File: src/rtl/core/gacf_pkg.sv
// ----------------------------------------------------------------------------
// gacf_pkg
// Types, constants and tables of the gyro and accelerometer angle filter.
// ----------------------------------------------------------------------------
`default_nettype none

package gacf_pkg;

    // Number of CORDIC micro-rotations; the angle table is sized for 24 entries and lists values for 0 to 16.
    localparam int CORDIC_STEPS = 16;
    localparam int AtanLen      = 24;
    localparam int CordicIters  = (CORDIC_STEPS > AtanLen) ? AtanLen : CORDIC_STEPS;
    localparam int IterW        = $clog2(CordicIters);
    localparam int ShiftW       = $clog2(AtanLen);

    // Datapath widths.
    localparam int XyW   = 32;
    localparam int ZW    = 21;
    localparam int MulW  = 24;
    localparam int ProdW = 2 * MulW + 1;
    localparam int AccW  = 64;
    localparam int DiffW = 34;
    localparam int HalfW = DiffW / 2;
    localparam int MagW  = 38;
    localparam int MagLoW = 19;
    localparam int DeltaW = 30;

    // Input field widths.
    localparam int RateW  = 22;
    localparam int AccelW = 15;
    localparam int MsW    = 16;
    localparam int CoeffW = 17;
    localparam int AngleW = 32;

    // Millidegrees per second times milliseconds to Q16.16 radians, scaled by 2^32.
    localparam logic [22:0] GyroK = 23'd4912665;
    localparam logic signed [ZW-1:0] PiQ16 = 21'sd205887;
    localparam logic [CoeffW-1:0] CoeffOne = 17'd65536;
    localparam logic [CoeffW-1:0] CoeffReset = 17'd62259;
    localparam int AccelPreShift = 14;

    typedef enum logic [3:0] {
        S_IDLE,
        S_CORDIC,
        S_GMUL,
        S_GABS,
        S_GLO,
        S_GHI,
        S_GSUM,
        S_PRED,
        S_BLO,
        S_BHI,
        S_BSUM,
        S_DONE
    } t_state;

    // round(atan(2^-i) * 65536).
    function automatic logic [15:0] atan_q16(input logic [ShiftW-1:0] idx);
        logic [15:0] v;
        case (idx)
            5'd0:    v = 16'd51472;
            5'd1:    v = 16'd30386;
            5'd2:    v = 16'd16055;
            5'd3:    v = 16'd8150;
            5'd4:    v = 16'd4091;
            5'd5:    v = 16'd2047;
            5'd6:    v = 16'd1024;
            5'd7:    v = 16'd512;
            5'd8:    v = 16'd256;
            5'd9:    v = 16'd128;
            5'd10:   v = 16'd64;
            5'd11:   v = 16'd32;
            5'd12:   v = 16'd16;
            5'd13:   v = 16'd8;
            5'd14:   v = 16'd4;
            5'd15:   v = 16'd2;
            5'd16:   v = 16'd1;
            default: v = 16'd0;
        endcase
        return v;
    endfunction

endpackage

`default_nettype wire

File: src/rtl/core/gyro_accel_complementary_filter.sv
// ----------------------------------------------------------------------------
// gyro_accel_complementary_filter
// Complementary filter that fuses an integrated gyro rate with an
// accelerometer tilt angle and outputs the kept angle in Q16.16 radians.
// ----------------------------------------------------------------------------
//
//   Channel   Direction  Handshake                  Payload
//   input     in         i_in_valid / o_in_ready    gyro rate, accel x/y, ms
//   output    out        o_out_valid / i_out_ready  o_angle_q16
//   config    in         i_cfg_we                   i_cfg_wdata (blend coeff)
//
// A new word is taken only in the idle state, once the last word has run
// through 16 CORDIC micro-rotations on the shared add/shift unit, nine
// sequencer steps that run the gyro and blend products through the shared
// 24-bit multiplier, and the load of the result.
// Reset is synchronous and active low; it clears the kept angle, restores
// the blend coefficient and empties the output register.
// A stalled output holds its word; the next input word is still taken, and
// only the final load waits for the output register to free up.
// ----------------------------------------------------------------------------
`default_nettype none

module gyro_accel_complementary_filter (
    input  wire logic                                   i_clk,
    input  wire logic                                   i_rst_n,
    input  wire logic                                   i_in_valid,
    output logic                                        o_in_ready,
    input  wire logic signed [gacf_pkg::RateW-1:0]      i_gyro_rate_mdps,
    input  wire logic signed [gacf_pkg::AccelW-1:0]     i_accel_x_mg,
    input  wire logic signed [gacf_pkg::AccelW-1:0]     i_accel_y_mg,
    input  wire logic        [gacf_pkg::MsW-1:0]        i_elapsed_ms,
    output logic                                        o_out_valid,
    input  wire logic                                   i_out_ready,
    output logic signed [gacf_pkg::AngleW-1:0]          o_angle_q16,
    input  wire logic                                   i_cfg_we,
    input  wire logic        [gacf_pkg::CoeffW-1:0]     i_cfg_wdata
);

    localparam int AccW_DELTA_HI = 32 + gacf_pkg::DeltaW - 1;

    // Sequencer state and control registers.
    gacf_pkg::t_state r_state, n_state;
    logic [gacf_pkg::IterW-1:0] r_cnt, n_cnt;
    logic r_out_valid, n_out_valid;
    logic [gacf_pkg::CoeffW-1:0] r_blend_coeff;
    logic signed [gacf_pkg::AngleW-1:0] r_angle, n_angle;

    // Payload registers.
    logic signed [gacf_pkg::RateW-1:0] r_rate, n_rate;
    logic [gacf_pkg::MsW-1:0] r_ms, n_ms;
    logic signed [gacf_pkg::XyW-1:0] r_x, n_x, r_y, n_y;
    logic signed [gacf_pkg::ZW-1:0] r_z, n_z;
    logic r_tilt_zero, n_tilt_zero;
    logic signed [gacf_pkg::ProdW-1:0] r_prod, n_prod;
    logic r_neg, n_neg;
    logic [gacf_pkg::MagW-1:0] r_mag, n_mag;
    logic signed [gacf_pkg::AccW-1:0] r_acc, n_acc;
    logic signed [gacf_pkg::DiffW-1:0] r_diff, n_diff;
    logic signed [gacf_pkg::AngleW-1:0] r_out, n_out;

    // Shared multiplier.
    logic signed [gacf_pkg::MulW-1:0] mul_a;
    logic [gacf_pkg::MulW-1:0] mul_b;
    logic signed [gacf_pkg::ProdW-1:0] mul_p;

    // CORDIC add/shift unit.
    logic [gacf_pkg::ShiftW-1:0] shamt;
    logic signed [gacf_pkg::XyW-1:0] sx, sy;
    logic signed [gacf_pkg::ZW-1:0] atan_step;

    // Input pre-rotation.
    logic signed [gacf_pkg::XyW-1:0] x0, y0;
    logic in_accept;

    // Misc datapath wires.
    logic [gacf_pkg::CoeffW-1:0] coeff_eff;
    logic signed [gacf_pkg::ZW-1:0] tilt;
    logic signed [gacf_pkg::DiffW-1:0] sdelta;
    logic [gacf_pkg::DeltaW-1:0] delta_mag;
    logic signed [gacf_pkg::ProdW-1:0] prod_abs;
    logic signed [gacf_pkg::AccW-gacf_pkg::AngleW/2-1:0] res_wide;
    logic signed [gacf_pkg::AngleW-1:0] res_sat;
    logic out_free;

    assign in_accept = i_in_valid && o_in_ready;
    assign o_in_ready = (r_state == gacf_pkg::S_IDLE);
    assign o_out_valid = r_out_valid;
    assign o_angle_q16 = r_out;
    assign out_free = !r_out_valid || i_out_ready;

    // A coefficient above one acts as exactly one.
    assign coeff_eff = (r_blend_coeff > gacf_pkg::CoeffOne) ? gacf_pkg::CoeffOne
                                                           : r_blend_coeff;

    // With both axes zero the tilt is defined as zero.
    assign tilt = r_tilt_zero ? '0 : r_z;

    // The axes are scaled by 2^14 so the CORDIC keeps fractional precision.
    assign x0 = gacf_pkg::XyW'(i_accel_x_mg) <<< gacf_pkg::AccelPreShift;
    assign y0 = gacf_pkg::XyW'(i_accel_y_mg) <<< gacf_pkg::AccelPreShift;

    assign shamt = gacf_pkg::ShiftW'(r_cnt);
    assign sx = r_x >>> shamt;
    assign sy = r_y >>> shamt;
    assign atan_step = $signed(gacf_pkg::ZW'(gacf_pkg::atan_q16(shamt)));

    assign mul_p = mul_a * $signed({1'b0, mul_b});

    assign prod_abs = r_prod[gacf_pkg::ProdW-1] ? -r_prod : r_prod;
    assign delta_mag = r_acc[AccW_DELTA_HI:32];
    assign sdelta = r_neg ? -$signed(gacf_pkg::DiffW'(delta_mag))
                          : $signed(gacf_pkg::DiffW'(delta_mag));

    // Final rounding shift and saturation to the signed 32-bit range.
    assign res_wide = r_acc[gacf_pkg::AccW-1:gacf_pkg::AngleW/2];
    always_comb begin
        if (res_wide > $signed(gacf_pkg::AccW'({1'b0, {(gacf_pkg::AngleW-1){1'b1}}}))) begin
            res_sat = {1'b0, {(gacf_pkg::AngleW-1){1'b1}}};
        end else if (res_wide < -$signed(gacf_pkg::AccW'({1'b1, {(gacf_pkg::AngleW-1){1'b0}}}))) begin
            res_sat = {1'b1, {(gacf_pkg::AngleW-1){1'b0}}};
        end else begin
            res_sat = res_wide[gacf_pkg::AngleW-1:0];
        end
    end

    // Operand selection for the shared multiplier. The 38-bit gyro product
    // and the 34-bit blend difference are each split into two halves.
    always_comb begin
        mul_a = '0;
        mul_b = '0;
        unique case (r_state)
            gacf_pkg::S_GMUL: begin
                mul_a = gacf_pkg::MulW'(r_rate);
                mul_b = gacf_pkg::MulW'(r_ms);
            end
            gacf_pkg::S_GLO: begin
                mul_a = $signed(gacf_pkg::MulW'(r_mag[gacf_pkg::MagLoW-1:0]));
                mul_b = gacf_pkg::MulW'(gacf_pkg::GyroK);
            end
            gacf_pkg::S_GHI: begin
                mul_a = $signed(gacf_pkg::MulW'(r_mag[gacf_pkg::MagW-1:gacf_pkg::MagLoW]));
                mul_b = gacf_pkg::MulW'(gacf_pkg::GyroK);
            end
            gacf_pkg::S_BLO: begin
                mul_a = $signed(gacf_pkg::MulW'(r_diff[gacf_pkg::HalfW-1:0]));
                mul_b = gacf_pkg::MulW'(coeff_eff);
            end
            gacf_pkg::S_BHI: begin
                mul_a = gacf_pkg::MulW'($signed(r_diff[gacf_pkg::DiffW-1:gacf_pkg::HalfW]));
                mul_b = gacf_pkg::MulW'(coeff_eff);
            end
            default: begin
                mul_a = '0;
                mul_b = '0;
            end
        endcase
    end

    // Sequencer: next state and next values of the datapath registers.
    always_comb begin
        n_state     = r_state;
        n_cnt       = r_cnt;
        n_out_valid = r_out_valid;
        n_angle     = r_angle;
        n_rate      = r_rate;
        n_ms        = r_ms;
        n_x         = r_x;
        n_y         = r_y;
        n_z         = r_z;
        n_tilt_zero = r_tilt_zero;
        n_prod      = r_prod;
        n_neg       = r_neg;
        n_mag       = r_mag;
        n_acc       = r_acc;
        n_diff      = r_diff;
        n_out       = r_out;

        if (r_out_valid && i_out_ready) begin
            n_out_valid = 1'b0;
        end

        unique case (r_state)
            gacf_pkg::S_IDLE: begin
                if (in_accept) begin
                    n_rate      = i_gyro_rate_mdps;
                    n_ms        = i_elapsed_ms;
                    n_cnt       = '0;
                    n_tilt_zero = (i_accel_x_mg == '0) && (i_accel_y_mg == '0);
                    // A vector in the left half-plane is turned by pi first.
                    if (i_accel_x_mg[gacf_pkg::AccelW-1]) begin
                        n_x = -x0;
                        n_y = -y0;
                        n_z = i_accel_y_mg[gacf_pkg::AccelW-1] ? -gacf_pkg::PiQ16
                                                               : gacf_pkg::PiQ16;
                    end else begin
                        n_x = x0;
                        n_y = y0;
                        n_z = '0;
                    end
                    n_state = gacf_pkg::S_CORDIC;
                end
            end
            gacf_pkg::S_CORDIC: begin
                if (!r_y[gacf_pkg::XyW-1]) begin
                    n_x = r_x + sy;
                    n_y = r_y - sx;
                    n_z = r_z + atan_step;
                end else begin
                    n_x = r_x - sy;
                    n_y = r_y + sx;
                    n_z = r_z - atan_step;
                end
                n_cnt = r_cnt + 1'b1;
                if (r_cnt == gacf_pkg::IterW'(gacf_pkg::CordicIters - 1)) begin
                    n_state = gacf_pkg::S_GMUL;
                end
            end
            gacf_pkg::S_GMUL: begin
                n_prod  = mul_p;
                n_state = gacf_pkg::S_GABS;
            end
            gacf_pkg::S_GABS: begin
                // Rounding offset of one half before the shift by 32.
                n_neg   = r_prod[gacf_pkg::ProdW-1];
                n_mag   = prod_abs[gacf_pkg::MagW-1:0];
                n_acc   = gacf_pkg::AccW'(64'sh8000_0000);
                n_state = gacf_pkg::S_GLO;
            end
            gacf_pkg::S_GLO: begin
                n_prod  = mul_p;
                n_state = gacf_pkg::S_GHI;
            end
            gacf_pkg::S_GHI: begin
                n_acc   = r_acc + gacf_pkg::AccW'(r_prod);
                n_prod  = mul_p;
                n_state = gacf_pkg::S_GSUM;
            end
            gacf_pkg::S_GSUM: begin
                n_acc   = r_acc + (gacf_pkg::AccW'(r_prod) <<< gacf_pkg::MagLoW);
                n_state = gacf_pkg::S_PRED;
            end
            gacf_pkg::S_PRED: begin
                // coeff*pred + (1-coeff)*tilt is formed as coeff*(pred-tilt) + tilt.
                n_diff  = gacf_pkg::DiffW'(r_angle) + sdelta - gacf_pkg::DiffW'(tilt);
                n_state = gacf_pkg::S_BLO;
            end
            gacf_pkg::S_BLO: begin
                n_prod  = mul_p;
                n_acc   = (gacf_pkg::AccW'(tilt) <<< (gacf_pkg::AngleW / 2))
                          + gacf_pkg::AccW'(64'sd32768);
                n_state = gacf_pkg::S_BHI;
            end
            gacf_pkg::S_BHI: begin
                n_acc   = r_acc + gacf_pkg::AccW'(r_prod);
                n_prod  = mul_p;
                n_state = gacf_pkg::S_BSUM;
            end
            gacf_pkg::S_BSUM: begin
                n_acc   = r_acc + (gacf_pkg::AccW'(r_prod) <<< gacf_pkg::HalfW);
                n_state = gacf_pkg::S_DONE;
            end
            gacf_pkg::S_DONE: begin
                if (out_free) begin
                    n_out       = res_sat;
                    n_angle     = res_sat;
                    n_out_valid = 1'b1;
                    n_state     = gacf_pkg::S_IDLE;
                end
            end
            default: begin
                n_state = gacf_pkg::S_IDLE;
            end
        endcase
    end

    // Control registers.
    always_ff @(posedge i_clk) begin
        if (!i_rst_n) begin
            r_state       <= gacf_pkg::S_IDLE;
            r_cnt         <= '0;
            r_out_valid   <= 1'b0;
            r_angle       <= '0;
            r_blend_coeff <= gacf_pkg::CoeffReset;
        end else begin
            r_state     <= n_state;
            r_cnt       <= n_cnt;
            r_out_valid <= n_out_valid;
            r_angle     <= n_angle;
            if (i_cfg_we) begin
                r_blend_coeff <= i_cfg_wdata;
            end
        end
    end

    // Payload registers.
    always_ff @(posedge i_clk) begin
        r_rate      <= n_rate;
        r_ms        <= n_ms;
        r_x         <= n_x;
        r_y         <= n_y;
        r_z         <= n_z;
        r_tilt_zero <= n_tilt_zero;
        r_prod      <= n_prod;
        r_neg       <= n_neg;
        r_mag       <= n_mag;
        r_acc       <= n_acc;
        r_diff      <= n_diff;
        r_out       <= n_out;
    end

endmodule

`default_nettype wire

File: config.mk
export PLATFORM = sky130hd
export DESIGN_NAME = gyro_accel_complementary_filter
export DESIGN_NICKNAME = d
export VERILOG_FILES = /design/src/rtl/core/gacf_pkg.sv /design/src/rtl/core/gyro_accel_complementary_filter.sv
export SDC_FILE = /design/constraint.sdc
export NUM_CORES = 2
export LEC_CHECK = 0
export BUFFER_PORTS_ARGS = -buffer_cell sky130_fd_sc_hd__buf_2
export CAP_MARGIN = 15
export CORE_UTILIZATION = 50
export CTS_CLUSTER_SIZE = 28
export DETAILED_ROUTE_END_ITERATION = 8
export PLACE_DENSITY = 0.66
export SLEW_MARGIN = 40
export SYNTH_ARGS = -nofsm -noshare
export SYNTH_HDL_FRONTEND = slang
export SYNTH_SLANG_ARGS = --single-unit
File: constraint.sdc
create_clock -name i_clk -period 16.49 [get_ports i_clk]
set_input_delay 1.649 -clock i_clk [delete_from_list [all_inputs] [get_ports i_clk]]
set_output_delay 1.649 -clock i_clk [all_outputs]
set_load 0.01 [all_outputs]
# Yosys cells after proc, flatten, opt, wreduce, memory -nomap -nowiden

Memories as Yosys holds them, arrays and structs flattened. A register that Yosys moved wholly into a read port is not among the register bits.
Index checks and enable logic that the tools add are counted.

Order comparisons: 3
Add/sub/neg operators: 17
Multiply operators: 1
Eq/ne operators: 15
Shifts and indexed selects: 2
Reductions and logical operators: 18
Multiplexer cells: 33

Operator list:

| operator                                                                | count |
|---|---|
| 64-bit case mux with 5 select lines                                     | 1 |
| 32-bit two-way mux                                                      | 8 |
| 64-bit adder                                                            | 2 |
| 32-bit case mux with 2 select lines                                     | 2 |
| 24-bit case mux with 5 select lines                                     | 1 |
| 21-bit two-way mux                                                      | 5 |
| 23-bit case mux with 3 select lines                                     | 1 |
| 32-bit adder                                                            | 2 |
| 64-bit by 48-bit adder with 64-bit output                               | 1 |
| 29-bit negator with 32-bit output                                       | 2 |
| 32-bit by 4-bit >>> shifter with 32-bit output                          | 2 |
| 32-bit subtractor                                                       | 2 |
| 48-bit by 32-bit > comparator with 1-bit output (second input constant) | 1 |
| 48-bit by 32-bit < comparator with 1-bit output (second input constant) | 1 |
| 24-bit by 24-bit multiplier with 48-bit output                          | 1 |
| 4-bit case mux with 12 select lines                                     | 1 |
| 21-bit case mux with 2 select lines                                     | 1 |
| 37-bit by 17-bit adder with 38-bit output (second input constant)       | 1 |
| 38-bit two-way mux                                                      | 1 |
| 38-bit negator                                                          | 1 |
| 32-bit by 34-bit adder with 34-bit output                               | 1 |
| 34-bit two-way mux                                                      | 1 |
| 30-bit negator with 34-bit output                                       | 1 |
| 34-bit by 21-bit subtractor with 34-bit output                          | 1 |
| 26 further kinds                                                        | 48 |

Input bits: 90
Word-level logic and storage cells: 107
Register bits after elaboration: 399
Output and inout bits: 34
Memories: 1
Memory bits (read-only): 512

Memories:

| memory           | depth | bits a word | read ports | clocked after memory_dff | wr ports | line           | source |
|---|---|---|---|---|---|---|---|
| (name not given) | 32    | 16          | 1          | 1                        | 0        | gacf_pkg.sv:60 | `case (idx)` |

# Depth between registers and ports, before layout

Depth after elaboration: 6
Gate-level depth with buffers: 35
Depth with buffers taken out: 32

# Worst setup path before layout

Ideal clock, no wire load.

Path type: register -> register
From: reg r_state[2]
To: reg r_prod[46] in the netlist's numbering (data pin)
Buffers on the path: 3
Data required time: 16.227 ns
Library setup time: 0.263 ns
Data arrival time: 8.585 ns
Period minus slack after synthesis: 8.848 ns
Slack: 7.642 ns
Cell stages (with the launch flop): 35
Cell sequence: dfxtp_1 nand2b_1 clkbuf_1 nor2_1 a21boi_1 clkbuf_1 a22o_1 clkbuf_1 nand2_1 fa_1 inv_1 fa_1 inv_1 fa_1 inv_1 fa_1 inv_1 fa_1 inv_1 fa_1 inv_1 fa_1 inv_1 ha_1 nand2_1 o211ai_1 a221oi_1 nor2_1 o311a_1 o22a_1 a221o_1 a221oi_1 o21ai_1 a311oi_1 xnor2_1

Cells in the longest elaborated chain, start to end: 4
Elaborated cells between the ends (all ways): 10
Those cells by class: mul (1); eq/ne (5); mux (2); reduce/logical (2)

Ends and longest elaborated chain:

| item                                                                                         | line                                   | source |
|---|---|---|
| start: declaration                                                                           | gyro_accel_complementary_filter.sv:42  | `gacf_pkg::t_state r_state, n_state;` |
| start signal: assignment                                                                     | gyro_accel_complementary_filter.sv:279 | `r_state <= gacf_pkg::S_IDLE;` |
| start signal: assignment                                                                     | gyro_accel_complementary_filter.sv:285 | `r_state <= n_state;` |
| 4-bit equality test / 4-bit by 3-bit equality test with 1-bit output (equally long branches) | gyro_accel_complementary_filter.sv:131 | `unique case (r_state)` |
| 2-bit OR reduction (no line)                                                                 | -                                      |  |
| 23-bit case mux with 3 select lines                                                          | gyro_accel_complementary_filter.sv:131 |  |
| 24-bit by 24-bit multiplier with 48-bit output *                                             | gyro_accel_complementary_filter.sv:107 | `assign mul_p = mul_a * $signed({1'b0, mul_b});` |
| via mul_p (one bit)                                                                          | gyro_accel_complementary_filter.sv:64  | `logic signed [gacf_pkg::ProdW-1:0] mul_p;` |
| end signal: assignment                                                                       | gyro_accel_complementary_filter.sv:303 | `r_prod <= n_prod;` |
| end: declaration                                                                             | gyro_accel_complementary_filter.sv:54  | `logic signed [gacf_pkg::ProdW-1:0] r_prod, n_prod;` |

Mark *: on every way through the listed nets, which the timed path passes. The rest lies on a longest branch.
A chain may end at the register's enable or synchronous reset.

# Worst setup path after layout

From: reg r_state[3]
To: reg r_prod[46] in the netlist's numbering (data pin)

Same word-level chain as after synthesis.

==> reports/qor.yml <==
drtAntennaViolNets: 0
root_buffer: "clkbuf_16"
finalHoldViolCount: 0
seq_area_frac_synth_pct: 21.6
synth_edf_count: 341
drtPass1Iterations: 7
syn_inst: 6087
antenna_found_initial: 7
chipHeight_um: 332
grt_first_pass_wirelength_um: 267000
dieArea_mm2: 0.110
yosysUniqueCellTypes: 95
core_mm2: 0.108
netlist_area_mm2: 0.0544
gp_congestion: 0.963
drt_wl_total_um: 176000
detail_route.wl_per_cell_um: 23.3
clock_sinks: 415
postCtsHoldBufs: 0
cap_violations: 0
die_w_um: 332
routed_via_density: 6.08
crit_required_ps: 16890
slew_headroom_pct: 40.7
pin_count: 124
grt_use_total_pct: 31.6
ys_seq_elements: 415
path_class: "reg2reg"
htreeDepth: 2
area_growth_pct: 7.55
ys_warn_count: 0
min_period_ps: 10690
cp_slowest_stage_delay_ps: 680
cts_tree: "done"
fmax_mhz: 93.6
cts.repair.resized: 0
grt_pass1_vias: 44300
synthArstFlopShare_pct: 0
worst_pin_slew_ps: 882
grt_max_degree: 62
crit_slowest_cell: "dfxtp_1"
grt.overflow.total: 0
startpoint: "r_state[3]"
dp_hpwl_um: 140000
clock_skew_ps: 28.1
rsz0062_at_grt: "false"
cts_setup_buffers: 0
ys.flop_type: "edfxtp_1"
cp.arrival_ps: 11090
r2r-start: "r_state[3]"
slew_violations: 0
endpoint_kind: "flop"
hp-start: "r_angle[30]"
cts_made_buffers: 56
crit_path_frequent_cell: "fa_1"
clock_path_buffers: 3
min_period_over_period_pct: 64.8
cp_max_fo: 25
mostFrequentLayoutCells: "inv_1 (737), nand2_1 (641), nor2_1 (515)"
clkTransAtPathRegs_ps: 60
worst_skew_pair.late_latency_ps: 670
final_common_cell: "inv_1"
post-route-drc-count: 0
initial_core_util_pct: 50.6
port_buffers: 123
final_nets: 7134
setup_viol: 0
dr_total_vias: 46000
rows: 120
hold_path_class: "reg2reg"
status: "finished, final reports clean"
drt-initial-drc-count: 4532
avgSynthCellArea_um2: 8.93
nFillCells: 9877
setup-tns-final_ps: 0
start_kind: "flop"
drive_above_1_share_pct: 7.70
[cell type report]
type                            instances  area (um^2)  share of cell area (%)
Clock buffer                           68         1550                    2.65
Clock inverter                         37          417                   0.713
Tap cell                             1403         1760                    3.00
Multi-Input combinational cell       4700        39100                    66.8
Antenna cell                            3         7.51                  0.0128
Sequential cell                       415        11700                    20.1
Inverter                              742         2790                    4.77
Timing Repair Buffer                  191         1140                    1.96
[cells in the mapped netlist, drive strengths merged, types with 50 or more instances]
cell	instances	area share [%]
inv	741	5.1
nand2	643	4.4
nor2	522	3.6
fa	504	19
ha	434	10
a21oi	416	3.8
edfxtp	341	19
xnor2	299	4.8
o21ai	288	2.7
clkbuf	194	1.3
a21o	173	2.4
xor2	142	2.3
mux2i	79	1.5
o21a	78	1.1
nand3	75	0.69
dfxtp	74	2.7
nor3	72	0.66
nand4	65	0.76
nand2b	58	0.67
mux4	57	2.4
and3	53	0.61
a31oi	50	0.58
[cells by family (layout without fill, tap and decap cells)]
logic type               after synthesis  in the layout  share of synthesized area, %
AO/OA/AOI/OAI                       1425           1425                          16.9
flip-flops                           415            415                          21.6
multiplexers                         181            181                          4.75
adder cells (fa/ha/maj)              938            938                          28.5
buffers and inverters                983           1038                          6.92
AND/OR/NAND/NOR                     1702           1702                          14.2
other                                  2             16                        0.0138
XOR/XNOR                             441            441                          7.10
[critical path: cells and delay by family (launching register included)]
kind	cells	cell delay, ps
DFF	1	680
adders and majority gates	8	4060
and+or+nand+nor	4	1190
AOI/OAI and AO/OA	11	3780
xor gates and xnor gates	1	90
buffers and inverters	6	580
[state kept, by name, indices dropped and copies added (netlist names)]
signal / count
r_acc: 64
r_blend_coeff: 17
atan_step: 16
r_rate: 22
r_x: 32
r_state: 4
r_prod: 48
r_diff: 34
r_y: 32
r_ms: 16
r_mag: 38
r_z: 21
o_angle_q16: 32
o_out_valid: 1
r_cnt: 4
r_angle: 32
r_neg: 1
r_tilt_zero: 1
[routing by layer]
metal / share of wire [%] / GRT usage [%]
met1: 41 / 41.6
met2: 46 / 50.6
met3: 8.1 / 5.53
met4: 5.3 / 14.7
met5: 0.022 / 0
[path summary, 6_finish.rpt]
kind	end	slack [ps]	depth (start not counted)
setup / recovery	r_prod[46]	5800	30
hold / removal	r_angle[30]	470	2
setup reg to reg	r_prod[46]	5800	30
hold reg to reg	r_angle[30]	470	2
[metrics by stage]
step / hold slack (ps) / utilization (%) / instances / setup WS (ps) / instance area (um^2)
after global routing: 482 / 54.4 / 7556 / 5370 / 58500
after floorplan: 436 / - / 6098 / 7640 / 54400
after CTS: 462 / 54.4 / 7556 / 5950 / 58500
after detailed placement: 455 / 52.6 / 7451 / 5990 / 56500
after global placement: 444 / 52.5 / 7448 / 6140 / 56400
final: 465 / 54.4 / 7559 / 5800 / 58500
Power is not shown: default switching activity piles up to over one toggle a cycle in this logic, so the estimate is an artifact.
